## src/design/idbl_pkg.sv

```systemverilog
// ----------------------------------------------------------------------------
// idbl_pkg
// Shared widths, operation and status codes of the indexed block list.
// ----------------------------------------------------------------------------
package idbl_pkg;

  localparam int BLOCK_W         = 6;
  localparam int OP_W            = 2;
  localparam int STATUS_W        = 2;
  localparam int COUNT_W         = 7;
  localparam int POOL_BLOCKS_DEF = 64;

  typedef enum logic [OP_W-1:0] {
    OP_PUSH   = 2'd0,
    OP_POP    = 2'd1,
    OP_UNLINK = 2'd2
  } op_t;

  typedef enum logic [STATUS_W-1:0] {
    ST_OK   = 2'd0,
    ST_MISS = 2'd1,
    ST_DUP  = 2'd2
  } status_t;

endpackage

```

## src/design/idbl_if.sv

```systemverilog
// ----------------------------------------------------------------------------
// idbl_if
// Valid/ready channels for operation beats and result beats.
// ----------------------------------------------------------------------------
interface idbl_in_if;
  logic                         valid;
  logic                         ready;
  logic [idbl_pkg::OP_W-1:0]    operation;
  logic [idbl_pkg::BLOCK_W-1:0] block_index;

  modport source (output valid, output operation, output block_index, input ready);
  modport sink   (input valid, input operation, input block_index, output ready);
endinterface

interface idbl_out_if;
  logic                          valid;
  logic                          ready;
  logic [idbl_pkg::BLOCK_W-1:0]  returned_block;
  logic [idbl_pkg::STATUS_W-1:0] status;
  logic [idbl_pkg::COUNT_W-1:0]  entry_count;

  modport source (output valid, output returned_block, output status, output entry_count,
                  input ready);
  modport sink   (input valid, input returned_block, input status, input entry_count,
                  output ready);
endinterface

```

## src/design/indexed_doubly_linked_block_list.sv

```systemverilog
// ----------------------------------------------------------------------------
// indexed_doubly_linked_block_list
// Doubly linked list over a pool of numbered blocks: push at head, pop head,
// unlink any member. Links live in two memories, membership in flags.
// ----------------------------------------------------------------------------
// An accepted beat is read in S_IDLE and written back in S_EXEC. The accept
// edge reads the next and previous links of the addressed block (or of the
// head for a pop); the write-back edge writes at most one entry of each link
// memory, updates head, tail, count and membership, and loads the result
// register. A new beat is taken only after that, back in S_IDLE; the
// write-back is held while the result register still waits to be taken. Link
// memories need no clearing after reset, the membership flags clear at once.
// The link of a block toward the outside of the list (previous of the head,
// next of the tail) is never trusted and is taken as null.
module indexed_doubly_linked_block_list #(
  parameter int POOL_BLOCKS = idbl_pkg::POOL_BLOCKS_DEF
) (
  input  logic               clk,
  input  logic               rst_n,
  idbl_in_if.sink            in_chan,
  idbl_out_if.source         out_chan
);

  localparam int IDX_SPAN  = 2 ** idbl_pkg::BLOCK_W;
  localparam int MEM_DEPTH = (POOL_BLOCKS < IDX_SPAN) ? POOL_BLOCKS : IDX_SPAN;
  localparam int ADDR_W    = $clog2(MEM_DEPTH);
  localparam int LINK_W    = $clog2(POOL_BLOCKS + 1);
  localparam int CNT_W     = $clog2(MEM_DEPTH + 1);
  localparam logic [LINK_W-1:0] NULL_LINK = LINK_W'(POOL_BLOCKS);

  typedef enum logic [1:0] {
    S_IDLE = 2'b01,
    S_EXEC = 2'b10
  } state_t;

  state_t                        state_r, state_nxt;
  logic [idbl_pkg::OP_W-1:0]     op_r;
  logic [idbl_pkg::BLOCK_W-1:0]  blk_r;
  logic [LINK_W-1:0]             head_r, head_nxt;
  logic [LINK_W-1:0]             tail_r, tail_nxt;
  logic [CNT_W-1:0]              cnt_r, cnt_nxt;

  logic                          out_valid_r, out_valid_nxt;
  logic [idbl_pkg::BLOCK_W-1:0]  out_block_r;
  idbl_pkg::status_t             out_status_r;
  logic [idbl_pkg::COUNT_W-1:0]  out_count_r;

  logic                          accept;
  logic                          done;
  logic [ADDR_W-1:0]             rd_addr;
  logic [LINK_W-1:0]             next_rd, prev_rd;

  logic                          nwr_en, pwr_en;
  logic [ADDR_W-1:0]             nwr_addr, pwr_addr;
  logic [LINK_W-1:0]             nwr_data, pwr_data;

  logic                          member_rd;
  logic                          mset, mclr;
  logic [ADDR_W-1:0]             mwr_addr;

  logic [LINK_W-1:0]             blk_link, nx_link, pv_link;
  logic [ADDR_W-1:0]             blk_addr, head_addr;
  logic                          pool_hit;
  logic [idbl_pkg::BLOCK_W-1:0]  ret;
  idbl_pkg::status_t             status;

  assign in_chan.ready = (state_r == S_IDLE);
  assign accept        = in_chan.valid && in_chan.ready;
  assign done          = (state_r == S_EXEC) && (!out_valid_r || out_chan.ready);

  // pop reads the head's links, the others the named block's
  assign rd_addr = (in_chan.operation == idbl_pkg::OP_POP) ? head_r[ADDR_W-1:0]
                                                           : in_chan.block_index[ADDR_W-1:0];

  idbl_link_ram #(.DEPTH(MEM_DEPTH), .DATA_W(LINK_W)) u_next_ram (
    .clk     (clk),
    .rd_en   (accept),
    .rd_addr (rd_addr),
    .rd_data (next_rd),
    .wr_en   (nwr_en && done),
    .wr_addr (nwr_addr),
    .wr_data (nwr_data)
  );

  idbl_link_ram #(.DEPTH(MEM_DEPTH), .DATA_W(LINK_W)) u_prev_ram (
    .clk     (clk),
    .rd_en   (accept),
    .rd_addr (rd_addr),
    .rd_data (prev_rd),
    .wr_en   (pwr_en && done),
    .wr_addr (pwr_addr),
    .wr_data (pwr_data)
  );

  idbl_member_bits #(.DEPTH(MEM_DEPTH)) u_member (
    .clk     (clk),
    .rst_n   (rst_n),
    .rd_addr (blk_addr),
    .rd_bit  (member_rd),
    .set_en  (mset && done),
    .clr_en  (mclr && done),
    .wr_addr (mwr_addr)
  );

  assign blk_link  = LINK_W'(blk_r);
  assign blk_addr  = blk_r[ADDR_W-1:0];
  assign head_addr = head_r[ADDR_W-1:0];
  assign pool_hit  = (32'(blk_r) < POOL_BLOCKS);

  always_comb begin
    nwr_en   = 1'b0;
    nwr_addr = blk_addr;
    nwr_data = head_r;
    pwr_en   = 1'b0;
    pwr_addr = head_addr;
    pwr_data = blk_link;
    mset     = 1'b0;
    mclr     = 1'b0;
    mwr_addr = blk_addr;
    head_nxt = head_r;
    tail_nxt = tail_r;
    cnt_nxt  = cnt_r;
    ret      = '0;
    status   = idbl_pkg::ST_MISS;
    nx_link  = NULL_LINK;
    pv_link  = NULL_LINK;
    case (idbl_pkg::op_t'(op_r))
      idbl_pkg::OP_PUSH: begin
        if (!pool_hit) begin
          status = idbl_pkg::ST_MISS;
        end else if (member_rd) begin
          status = idbl_pkg::ST_DUP;
        end else begin
          nwr_en = 1'b1;
          if (head_r != NULL_LINK) begin
            pwr_en = 1'b1;
          end else begin
            tail_nxt = blk_link;
          end
          head_nxt = blk_link;
          mset     = 1'b1;
          cnt_nxt  = cnt_r + CNT_W'(1);
          ret      = blk_r;
          status   = idbl_pkg::ST_OK;
        end
      end
      idbl_pkg::OP_POP: begin
        if (head_r != NULL_LINK) begin
          nx_link  = (head_r == tail_r) ? NULL_LINK : next_rd;
          head_nxt = nx_link;
          if (nx_link == NULL_LINK) begin
            tail_nxt = NULL_LINK;
          end
          mclr     = 1'b1;
          mwr_addr = head_addr;
          cnt_nxt  = cnt_r - CNT_W'(1);
          ret      = idbl_pkg::BLOCK_W'(head_r);
          status   = idbl_pkg::ST_OK;
        end
      end
      idbl_pkg::OP_UNLINK: begin
        if (pool_hit && member_rd) begin
          nx_link = (blk_link == tail_r) ? NULL_LINK : next_rd;
          pv_link = (blk_link == head_r) ? NULL_LINK : prev_rd;
          if (pv_link != NULL_LINK) begin
            nwr_en   = 1'b1;
            nwr_addr = pv_link[ADDR_W-1:0];
            nwr_data = nx_link;
          end else begin
            head_nxt = nx_link;
          end
          if (nx_link != NULL_LINK) begin
            pwr_en   = 1'b1;
            pwr_addr = nx_link[ADDR_W-1:0];
            pwr_data = pv_link;
          end else begin
            tail_nxt = pv_link;
          end
          mclr    = 1'b1;
          cnt_nxt = cnt_r - CNT_W'(1);
          ret     = blk_r;
          status  = idbl_pkg::ST_OK;
        end
      end
      default: begin
        status = idbl_pkg::ST_MISS;
      end
    endcase
  end

  always_comb begin
    state_nxt = state_r;
    case (state_r)
      S_IDLE: begin
        if (accept) begin
          state_nxt = S_EXEC;
        end
      end
      S_EXEC: begin
        if (done) begin
          state_nxt = S_IDLE;
        end
      end
      default: begin
        state_nxt = S_IDLE;
      end
    endcase
  end

  always_comb begin
    out_valid_nxt = out_valid_r;
    if (done) begin
      out_valid_nxt = 1'b1;
    end else if (out_chan.ready) begin
      out_valid_nxt = 1'b0;
    end
  end

  always_ff @(posedge clk) begin
    if (!rst_n) begin
      state_r     <= S_IDLE;
      head_r      <= NULL_LINK;
      tail_r      <= NULL_LINK;
      cnt_r       <= '0;
      out_valid_r <= 1'b0;
    end else begin
      state_r     <= state_nxt;
      out_valid_r <= out_valid_nxt;
      if (done) begin
        head_r <= head_nxt;
        tail_r <= tail_nxt;
        cnt_r  <= cnt_nxt;
      end
    end
  end

  always_ff @(posedge clk) begin
    if (accept) begin
      op_r  <= in_chan.operation;
      blk_r <= in_chan.block_index;
    end
    if (done) begin
      out_block_r  <= ret;
      out_status_r <= status;
      out_count_r  <= idbl_pkg::COUNT_W'(cnt_nxt);
    end
  end

  assign out_chan.valid          = out_valid_r;
  assign out_chan.returned_block = out_block_r;
  assign out_chan.status         = out_status_r;
  assign out_chan.entry_count    = out_count_r;

  // an accepted beat always moves into the write-back cycle
  a_accept_exec: assert property (@(posedge clk) disable iff (!rst_n)
    accept |=> (state_r == S_EXEC))
    else $error("accepted beat did not enter write-back");

  // empty list has both ends null, and only then
  a_empty_ends: assert property (@(posedge clk) disable iff (!rst_n)
    ((cnt_r == '0) == (head_r == NULL_LINK)) && ((head_r == NULL_LINK) == (tail_r == NULL_LINK)))
    else $error("count and list ends disagree");

  // a single member is both head and tail
  a_single: assert property (@(posedge clk) disable iff (!rst_n)
    (cnt_r == CNT_W'(1)) |-> (head_r == tail_r))
    else $error("one member but head differs from tail");

  // failed operations report block zero
  a_ret_zero: assert property (@(posedge clk) disable iff (!rst_n)
    (out_valid_r && (out_status_r != idbl_pkg::ST_OK)) |-> (out_block_r == '0))
    else $error("nonzero block on failed operation");

endmodule

```

## src/design/idbl_link_ram.sv

```systemverilog
// ----------------------------------------------------------------------------
// idbl_link_ram
// Link memory: one write port, one read port with registered read data.
// ----------------------------------------------------------------------------
module idbl_link_ram #(
  parameter int DEPTH  = idbl_pkg::POOL_BLOCKS_DEF,
  parameter int DATA_W = 7
) (
  input  logic                     clk,
  input  logic                     rd_en,
  input  logic [$clog2(DEPTH)-1:0] rd_addr,
  output logic [DATA_W-1:0]        rd_data,
  input  logic                     wr_en,
  input  logic [$clog2(DEPTH)-1:0] wr_addr,
  input  logic [DATA_W-1:0]        wr_data
);

  logic [DATA_W-1:0] mem [DEPTH];
  logic [DATA_W-1:0] rd_data_r;

  always_ff @(posedge clk) begin
    if (wr_en) begin
      mem[wr_addr] <= wr_data;
    end
    if (rd_en) begin
      rd_data_r <= mem[rd_addr];
    end
  end

  assign rd_data = rd_data_r;

endmodule

```

## src/design/idbl_member_bits.sv

```systemverilog
// ----------------------------------------------------------------------------
// idbl_member_bits
// One membership flag per block, cleared by reset.
// ----------------------------------------------------------------------------
module idbl_member_bits #(
  parameter int DEPTH = idbl_pkg::POOL_BLOCKS_DEF
) (
  input  logic                     clk,
  input  logic                     rst_n,
  input  logic [$clog2(DEPTH)-1:0] rd_addr,
  output logic                     rd_bit,
  input  logic                     set_en,
  input  logic                     clr_en,
  input  logic [$clog2(DEPTH)-1:0] wr_addr
);

  logic [DEPTH-1:0] bits_r;
  logic [DEPTH-1:0] bits_nxt;

  always_comb begin
    bits_nxt = bits_r;
    if (set_en) begin
      bits_nxt[wr_addr] = 1'b1;
    end else if (clr_en) begin
      bits_nxt[wr_addr] = 1'b0;
    end
  end

  always_ff @(posedge clk) begin
    if (!rst_n) begin
      bits_r <= '0;
    end else begin
      bits_r <= bits_nxt;
    end
  end

  assign rd_bit = bits_r[rd_addr];

endmodule

```

## src/flat_wrapper.sv

```systemverilog
// flat-port wrapper written by rule: the top's interface ports become plain ports
module indexed_doubly_linked_block_list_flat 
#(
  parameter int POOL_BLOCKS = idbl_pkg::POOL_BLOCKS_DEF
)
  (clk, rst_n, in_chan_valid, in_chan_operation, in_chan_block_index, in_chan_ready, out_chan_valid, out_chan_returned_block, out_chan_status, out_chan_entry_count, out_chan_ready);
  idbl_in_if in_chan_i ();
  idbl_out_if out_chan_i ();
  input  logic clk;
  input  logic rst_n;
  input wire logic [$bits(in_chan_i.valid)-1:0] in_chan_valid;
  input wire logic [$bits(in_chan_i.operation)-1:0] in_chan_operation;
  input wire logic [$bits(in_chan_i.block_index)-1:0] in_chan_block_index;
  output wire logic [$bits(in_chan_i.ready)-1:0] in_chan_ready;
  output wire logic [$bits(out_chan_i.valid)-1:0] out_chan_valid;
  output wire logic [$bits(out_chan_i.returned_block)-1:0] out_chan_returned_block;
  output wire logic [$bits(out_chan_i.status)-1:0] out_chan_status;
  output wire logic [$bits(out_chan_i.entry_count)-1:0] out_chan_entry_count;
  input wire logic [$bits(out_chan_i.ready)-1:0] out_chan_ready;
  assign in_chan_i.valid = in_chan_valid;
  assign in_chan_i.operation = in_chan_operation;
  assign in_chan_i.block_index = in_chan_block_index;
  assign in_chan_ready = in_chan_i.ready;
  assign out_chan_valid = out_chan_i.valid;
  assign out_chan_returned_block = out_chan_i.returned_block;
  assign out_chan_status = out_chan_i.status;
  assign out_chan_entry_count = out_chan_i.entry_count;
  assign out_chan_i.ready = out_chan_ready;
  indexed_doubly_linked_block_list #(.POOL_BLOCKS(POOL_BLOCKS)) u_core (.clk(clk), .rst_n(rst_n), .in_chan(in_chan_i), .out_chan(out_chan_i));
endmodule
```

## config.mk

```make
export PLATFORM = sky130hd
export DESIGN_NAME = indexed_doubly_linked_block_list_flat
export DESIGN_NICKNAME = d
export VERILOG_FILES = /design/src/design/idbl_pkg.sv /design/src/design/idbl_if.sv /design/src/design/indexed_doubly_linked_block_list.sv /design/src/design/idbl_link_ram.sv /design/src/design/idbl_member_bits.sv /design/src/flat_wrapper.sv
export SDC_FILE = /design/constraint.sdc
export NUM_CORES = 1
export LEC_CHECK = 0
export BUFFER_PORTS_ARGS = -buffer_cell sky130_fd_sc_hd__buf_2
export CELL_PAD_IN_SITES_DETAIL_PLACEMENT = 0
export CELL_PAD_IN_SITES_GLOBAL_PLACEMENT = 2
export CORE_ASPECT_RATIO = 1.5
export CORE_UTILIZATION = 48
export CTS_CLUSTER_SIZE = 16
export DETAILED_ROUTE_END_ITERATION = 12
export PLACE_DENSITY_LB_ADDON = 0.1
export SLEW_MARGIN = 20
export SYNTH_ARGS = -nofsm -noshare
export SYNTH_HDL_FRONTEND = slang
export SYNTH_SLANG_ARGS = --single-unit
export TNS_END_PERCENT = 30
```

## constraint.sdc

```tcl
create_clock -name clk -period 6.9 [get_ports clk]
set_clock_uncertainty 0.2 [all_clocks]
set_input_delay 0.345 -clock clk [delete_from_list [all_inputs] [get_ports clk]]
set_output_delay 0.345 -clock clk [all_outputs]
set_load 0.02 [all_outputs]
```

==> impl_metrics.ini, run 1 <==
[outcome]
status = completed

[critical_path]
cp-end-kind = flop
critical-path-max-stage-delay_ns = 0.84
critPathLaunchType = flop
path_max_fanout = 21
crit_end = u_core.u_next_ram.mem[53][1]
crit_arrival_ns = 5.76
crit_cells = 9
reg2reg_depth = 9
crit_required_ns = 7.01
cpMostUsedCell = nand3_1
path_delay_family = simple AND/OR/NAND/NOR gates
r2r_setup_slack_ns = 1.24
path_buf_inv = 1
r2r_end = u_core.u_next_ram.mem[53][1]
crit_type = reg -> reg
cp_cell_sequence = buf_4 > mux4_2 > mux2i_1 > a222oi_1 > nand3_1 > nand3_1 > o32ai_1 > nand2_1 > nor2_1
crit_slowest_cell = o32ai_1
cp-startpoint = u_core.blk_addr[0]
r2r-start = u_core.blk_addr[0]

[cells_and_area]
area_delta_synth_final_pct = 11.4
final_util = 0.539
mostFrequentLayoutCells = edfxtp_1, nand2_1, mux4_2, nor2_1, clkbuf_16
antenna-diode-count = 0
drive_gt1_frac = 0.193
final_common_cell = edfxtp_1
fin_nets = 2561

[clocking]
hold_buffers = 10
root_buffer = clkbuf_16
numCtsBuffers = 94
clk_latency_ns = 0.68
cts_tree = built
clk_pin_slew_worst_paths_ns = 0.07
cts.htree.levels = 3
clock_path_buffers = 3
post-cts-setup-buffers = 0
cts.sinks = 1021
cts_resized = 0

[sta]
post-route-period-util = 0.820
fin_crit_ns = 5.66
tightest_slew_ns = 1.13
final_max_slew_viol_count = 0
clock.fmax_mhz = 177
tns_ns = 0
relSlewSlack = 0.241
rsz0062_at_grt = no
hold_viol = 0
final-setup-viol-count = 0

[yosys]
netlist_area_um2 = 42300
yosys.area.top_type_share = 0.662
synth_edf_count = 933
synthArstFlopShare = 0
ys_seq_elements = 1021
syn-mean-instance-area_um2 = 16.7
yosysTopAreaCell = edfxtp_1
syn_inst = 2530
ys_top_cells_by_area = edfxtp_1, mux4_2, dfxtp_1
yosysUniqueCellTypes = 67
synthFlopType = edfxtp_1
mappedNetlistNets = 2548
synth-seq-area-share = 0.703
synth_warnings = 0

[routing]
detail-route-antenna-nets = 0
vias = 22600
drtIter0Drc = 1903
routedWlPerCell_um = 28.7
drc_errors = 0
drt-pass1-iter-count = 5
vias_per_cell = 6.00
drt-total-wl_mm = 108

[placement]
gp_congestion = 0.839
detailed_place_hpwl_mm = 68.5
numPortBuffers = 28

[global_route]
grt_use_met3 = 0.0225
grt_max_degree = 127
busiest_layer = met2
met1_usage = 0.309
overflow = 0
grt_pass1_wl_mm = 160
gr-usage-met2 = 0.443
grt_pass1_vias = 23800
grt_use_total = 0.247
antenna_found_initial = 0

[power]
p_per_area_nw_per_um2 = 278
power.leakage_nw = 15.5
peakVddDrop_v = 0.000245
power_w = 0.0131

[floorplan]
coreArea_um2 = 87500
pin_count = 29
fp.dieArea_um2 = 89400
initial_core_util = 0.484
rows = 133
die_h_um = 366
die_x_um = 245

[flow_run]
maxCapViolCount = 0

[min_path]
hp-class = in -> reg
worstHoldStart = in_chan_valid
==> tightest hold or removal path, cell delays in order <==
cell and delay (ns):
buf_2 0.09, and2_1 0.12, buf_4 0.24
==> power breakdown <==
group	internal, W	switching (W)	leakage (nW)	total [W]
logic	0.000290	0.000581	4.65	0.000872
registers	0.00678	0.0000308	9.25	0.00682
clock network	0.00310	0.00232	1.56	0.00542
total	0.0102	0.00293	15.5	0.0131
==> cells by family after synthesis <==
logic type                 synth area share
muxes                                 0.154
buffers and inverters                0.0187
xor gates and xnor gates            0.00434
and+or+nand+nor                      0.0687
adders and majority gates           0.00177
DFF                                   0.703
AOI/OAI and AO/OA                    0.0491
==> worst min-delay path by stage <==
stage	to	slack, ns	cells after the start
final	u_core.blk_addr[4]	0.16	3
after global placement	flop	0.24	2
after detailed placement	flop	0.26	2
after global routing	u_core.blk_addr[5]	0.16	3
after CTS	u_core.u_next_ram.rd_data[0]	0.12	3
after floorplan	flop	0.24	2
==> metrics by stage <==
step | std cells | worst slack (ns) | hold WS, ns | area (um2)
after floorplan | 2530 | 1.20 | 0.235 | 42300
after detailed placement | 3584 | 1.27 | 0.256 | 43800
after global placement | 3584 | 1.37 | 0.245 | 43800
after CTS | 3770 | 1.27 | 0.118 | 47200
after global routing | 3770 | 0.923 | 0.163 | 47200
final | 3770 | 1.24 | 0.156 | 47200
==> cell type report <==
type	instances	area, um2
clock buffer	116	2510
clock inverter	60	713
fill	6993	40400
inverter	27	101
multi-input combinational	1317	12000
sequential	1021	29800
tap	1147	1440
timing repair buffer	82	633
==> synthesized netlist by cell type (9+ instances only) <==
cell,count
a311oi_1,29
buf_1,15
mux2_2,19
and3_1,11
and2_1,59
a22o_1,11
a211oi_1,70
mux4_2,236
buf_2,32
a21oi_1,48
xor2_1,12
a22oi_1,10
inv_1,23
a31oi_1,32
nor3_1,11
nand2_1,248
dfxtp_1,88
clkbuf_1,112
nand3_1,81
edfxtp_1,933
nand2b_1,12
xnor2_1,9
mux2i_1,100
o21ai_0,34
nor2_1,180
==> state kept, by name, summed over array words and instances (netlist names), 7 cells and up, named ones only <==
signal,flops
u_core.out_chan.entry_count,7
u_core.tail_r,7
u_core.head_r,7
u_core.u_prev_ram.rd_data,7
u_core.u_next_ram.rd_data,7
u_core.u_prev_ram.mem,448
u_core.u_next_ram.mem,448
u_core.cnt_r,7
==> routing by layer <==
| layer | part of all wire | vias up |
|---|---|---|
| met2 | 0.54 | 667 |
| met1 | 0.39 | 11800 |
| met5 | 0 | - |
| li1 | - | 10000 |
| met4 | 0.031 | 0 |
| met3 | 0.040 | 164 |
Note: power is estimated with default switching activity, not from simulation.
==> run 2: changes to the inputs <==
Settings changed: ABC_AREA set to 1, CORE_UTILIZATION 48 to 44.
Clock period 6.9 ns to 5.7 ns, I/O delays scaled along.
==> run 2 against run 1 <==
Count of clock-buffer cells in the layout decreased by 10. Critical endpoint is now u_core.u_next_ram.mem[39][0]. Critical path depth grew 4. Largest power group unchanged. Hold slack lost 0.062 ns.
==> impl_metrics.ini, run 2 <==
[power]
p_per_area_nw_per_um2 = 332
power_w = 0.0159
peakVddDrop_v = 0.000257
power.leakage_nw = 15.3

[min_path]
hp-class = in -> reg

[yosys]
yosys.area.top_type_share = 0.656
ys_top_cells_by_area = edfxtp_1, nor2_1, o21ai_0
syn-mean-instance-area_um2 = 11.4
yosysUniqueCellTypes = 39
synth-seq-area-share = 0.697
syn_inst = 3741
synth_edf_count = 933
synthFlopType = edfxtp_1
synth_common_cells = edfxtp_1, nor2_1, o21ai_0
synth_warnings = 0
yosys.cell_count.top_type = edfxtp_1
synthArstFlopShare = 0
mappedNetlistNets = 3759
netlist_area_um2 = 42700
yosysTopAreaCell = edfxtp_1
ys_seq_elements = 1021

[routing]
drt-total-wl_mm = 128
drc_errors = 0
vias = 29900
detail-route-antenna-nets = 0
vias_per_cell = 5.90
routedWlPerCell_um = 25.2
drt-pass1-iter-count = 6
drtIter0Drc = 2709

[global_route]
grt_use_total = 0.258
grt_pass1_vias = 29500
grt_max_degree = 225
grt_pass1_wl_mm = 190
antenna_found_initial = 0
overflow = 0

[sta]
tightest_slew_ns = 1.13
post-route-period-util = 0.757
rsz0062_at_grt = no
clock.fmax_mhz = 232
hold_viol = 0
tns_ns = 0
setup_slack_ns = 1.39
final-setup-viol-count = 0
fin_crit_ns = 4.31
relSlewSlack = 0.246
final_max_slew_viol_count = 0

[critical_path]
cp-end-kind = flop
crit_required_ns = 5.83
crit_type = reg -> reg
crit_arrival_ns = 4.44
critical-path-max-stage-delay_ns = 0.61
cpMostUsedCell = nand3_1
crit_slowest_cell = nor2_1
critPathLaunchType = flop
path_delay_family = simple AND/OR/NAND/NOR gates
path_max_fanout = 38
path_buf_inv = 1
cp_cell_sequence = buf_4 > nand2_1 > nand3_1 > nand3_1 > nand2_1 > nand2_1 > nand3_1 > nand3_1 > nand2_2 > nand3_2 > o21ai_1 > nand3_1 > nor2_1

[placement]
place_inst = 4882
pre_cts_ws_ns = 1.43
dpl-instance-area_um2 = 44600
gp_congestion = 0.864
detailed_place_hpwl_mm = 78.4
numPortBuffers = 28

[floorplan]
coreArea_um2 = 96000
initial_core_util = 0.445
die_x_um = 256
die_h_um = 384
pin_count = 29
rows = 139
fp.dieArea_um2 = 98400

[clocking]
cts.htree.levels = 3
clk_latency_ns = 0.70
clock_path_buffers = 3
cts_tree = built
cts.sinks = 1021
post-cts-setup-buffers = 0
clk_pin_slew_worst_paths_ns = 0.07
hold_buffers = 11
root_buffer = clkbuf_16
cts_resized = 0
numCtsBuffers = 96

[cells_and_area]
area_delta_synth_final_pct = 11.8
postLayoutCellArea_um2 = 47800
mostFrequentLayoutCells = edfxtp_1, nor2_1, o21ai_0, nand2_1, nand3_1
final_common_cell = edfxtp_1
nFillCells = 8629
fin_cells = 5073
top_regs = u_core.u_next_ram.mem (448), u_core.u_prev_ram.mem (448)
multi_input_area_um2 = 11800
regArea_um2 = 29800
fin_nets = 3740
drive_gt1_frac = 0.0839
antenna-diode-count = 0

[flow_run]
maxCapViolCount = 0

[outcome]
status = completed
==> run 2: changes by cell type after synthesis, sizes merged, moves of 63 or more <==
cell    before  now
a211oi      70    0
clkbuf     112  203
o211ai       4   93
and2        64    1
nor2       181  737
inv         24   91
o21ai       35  511
o22ai        5  105
nand2      248  389
nand3       84  268
o221ai       0  129
mux4       236    0
mux2i      100    0
==> run 2: area by class of cell <==
cell class,count,share of cell area
clock buffers,106,0.0517
multi-input cells,2375,0.246
inverters,93,0.00765
repair buffers,135,0.0249
flip-flops and latches,1021,0.624
well taps,1269,0.0333
clock inverters,74,0.0126
==> run 2: routing by layer <==
metal  GRT usage  wire [um]
met4       0.102       4420
met3      0.0283       6710
met5           0          0
met1       0.322      51000
met2       0.459      65500
==> run 2: stage by stage <==
step / utilization / hold WS [ns]
after floorplan: - / 0.184
after global placement: 0.464 / 0.252
after detailed placement: 0.464 / 0.254
after CTS: 0.497 / 0.0515
after global routing: 0.497 / 0.0946
final: 0.497 / 0.0943
==> run 2: cell families after synthesis <==
logic type	after synthesis	share of synthesized area
fa+ha+maj	6	0.00176
compound gates	936	0.131
simple gates	1417	0.135
xor+xnor	16	0.00328
buf+inv	345	0.0326
flops	1021	0.697
==> run 2: worst min-delay path, stage by stage <==
cell and delay [ns]:
buf_2 0.09, and2_1 0.14, buf_4 0.24
==> run 2: report_power, final <==
part,internal [W],switching [W]
Combinational,0.000314,0.00100
Clock,0.00346,0.00285
Sequential,0.00823,0.0000195
Total,0.0120,0.00387
==> run 2: path summary, 6_finish.rpt <==
| path | startpoint | slack [ns] | cells after the start | endpoint |
|---|---|---|---|---|
| hold / removal | in_chan_valid | 0.09 | 3 | u_core.blk_addr[0] |
| hold reg to reg | flop | 0.26 | 2 | flop |
| setup / recovery | u_core.blk_addr[0] | 1.39 | 13 | u_core.u_next_ram.mem[39][0] |
| setup reg to reg | u_core.blk_addr[0] | 1.39 | 13 | u_core.u_next_ram.mem[39][0] |
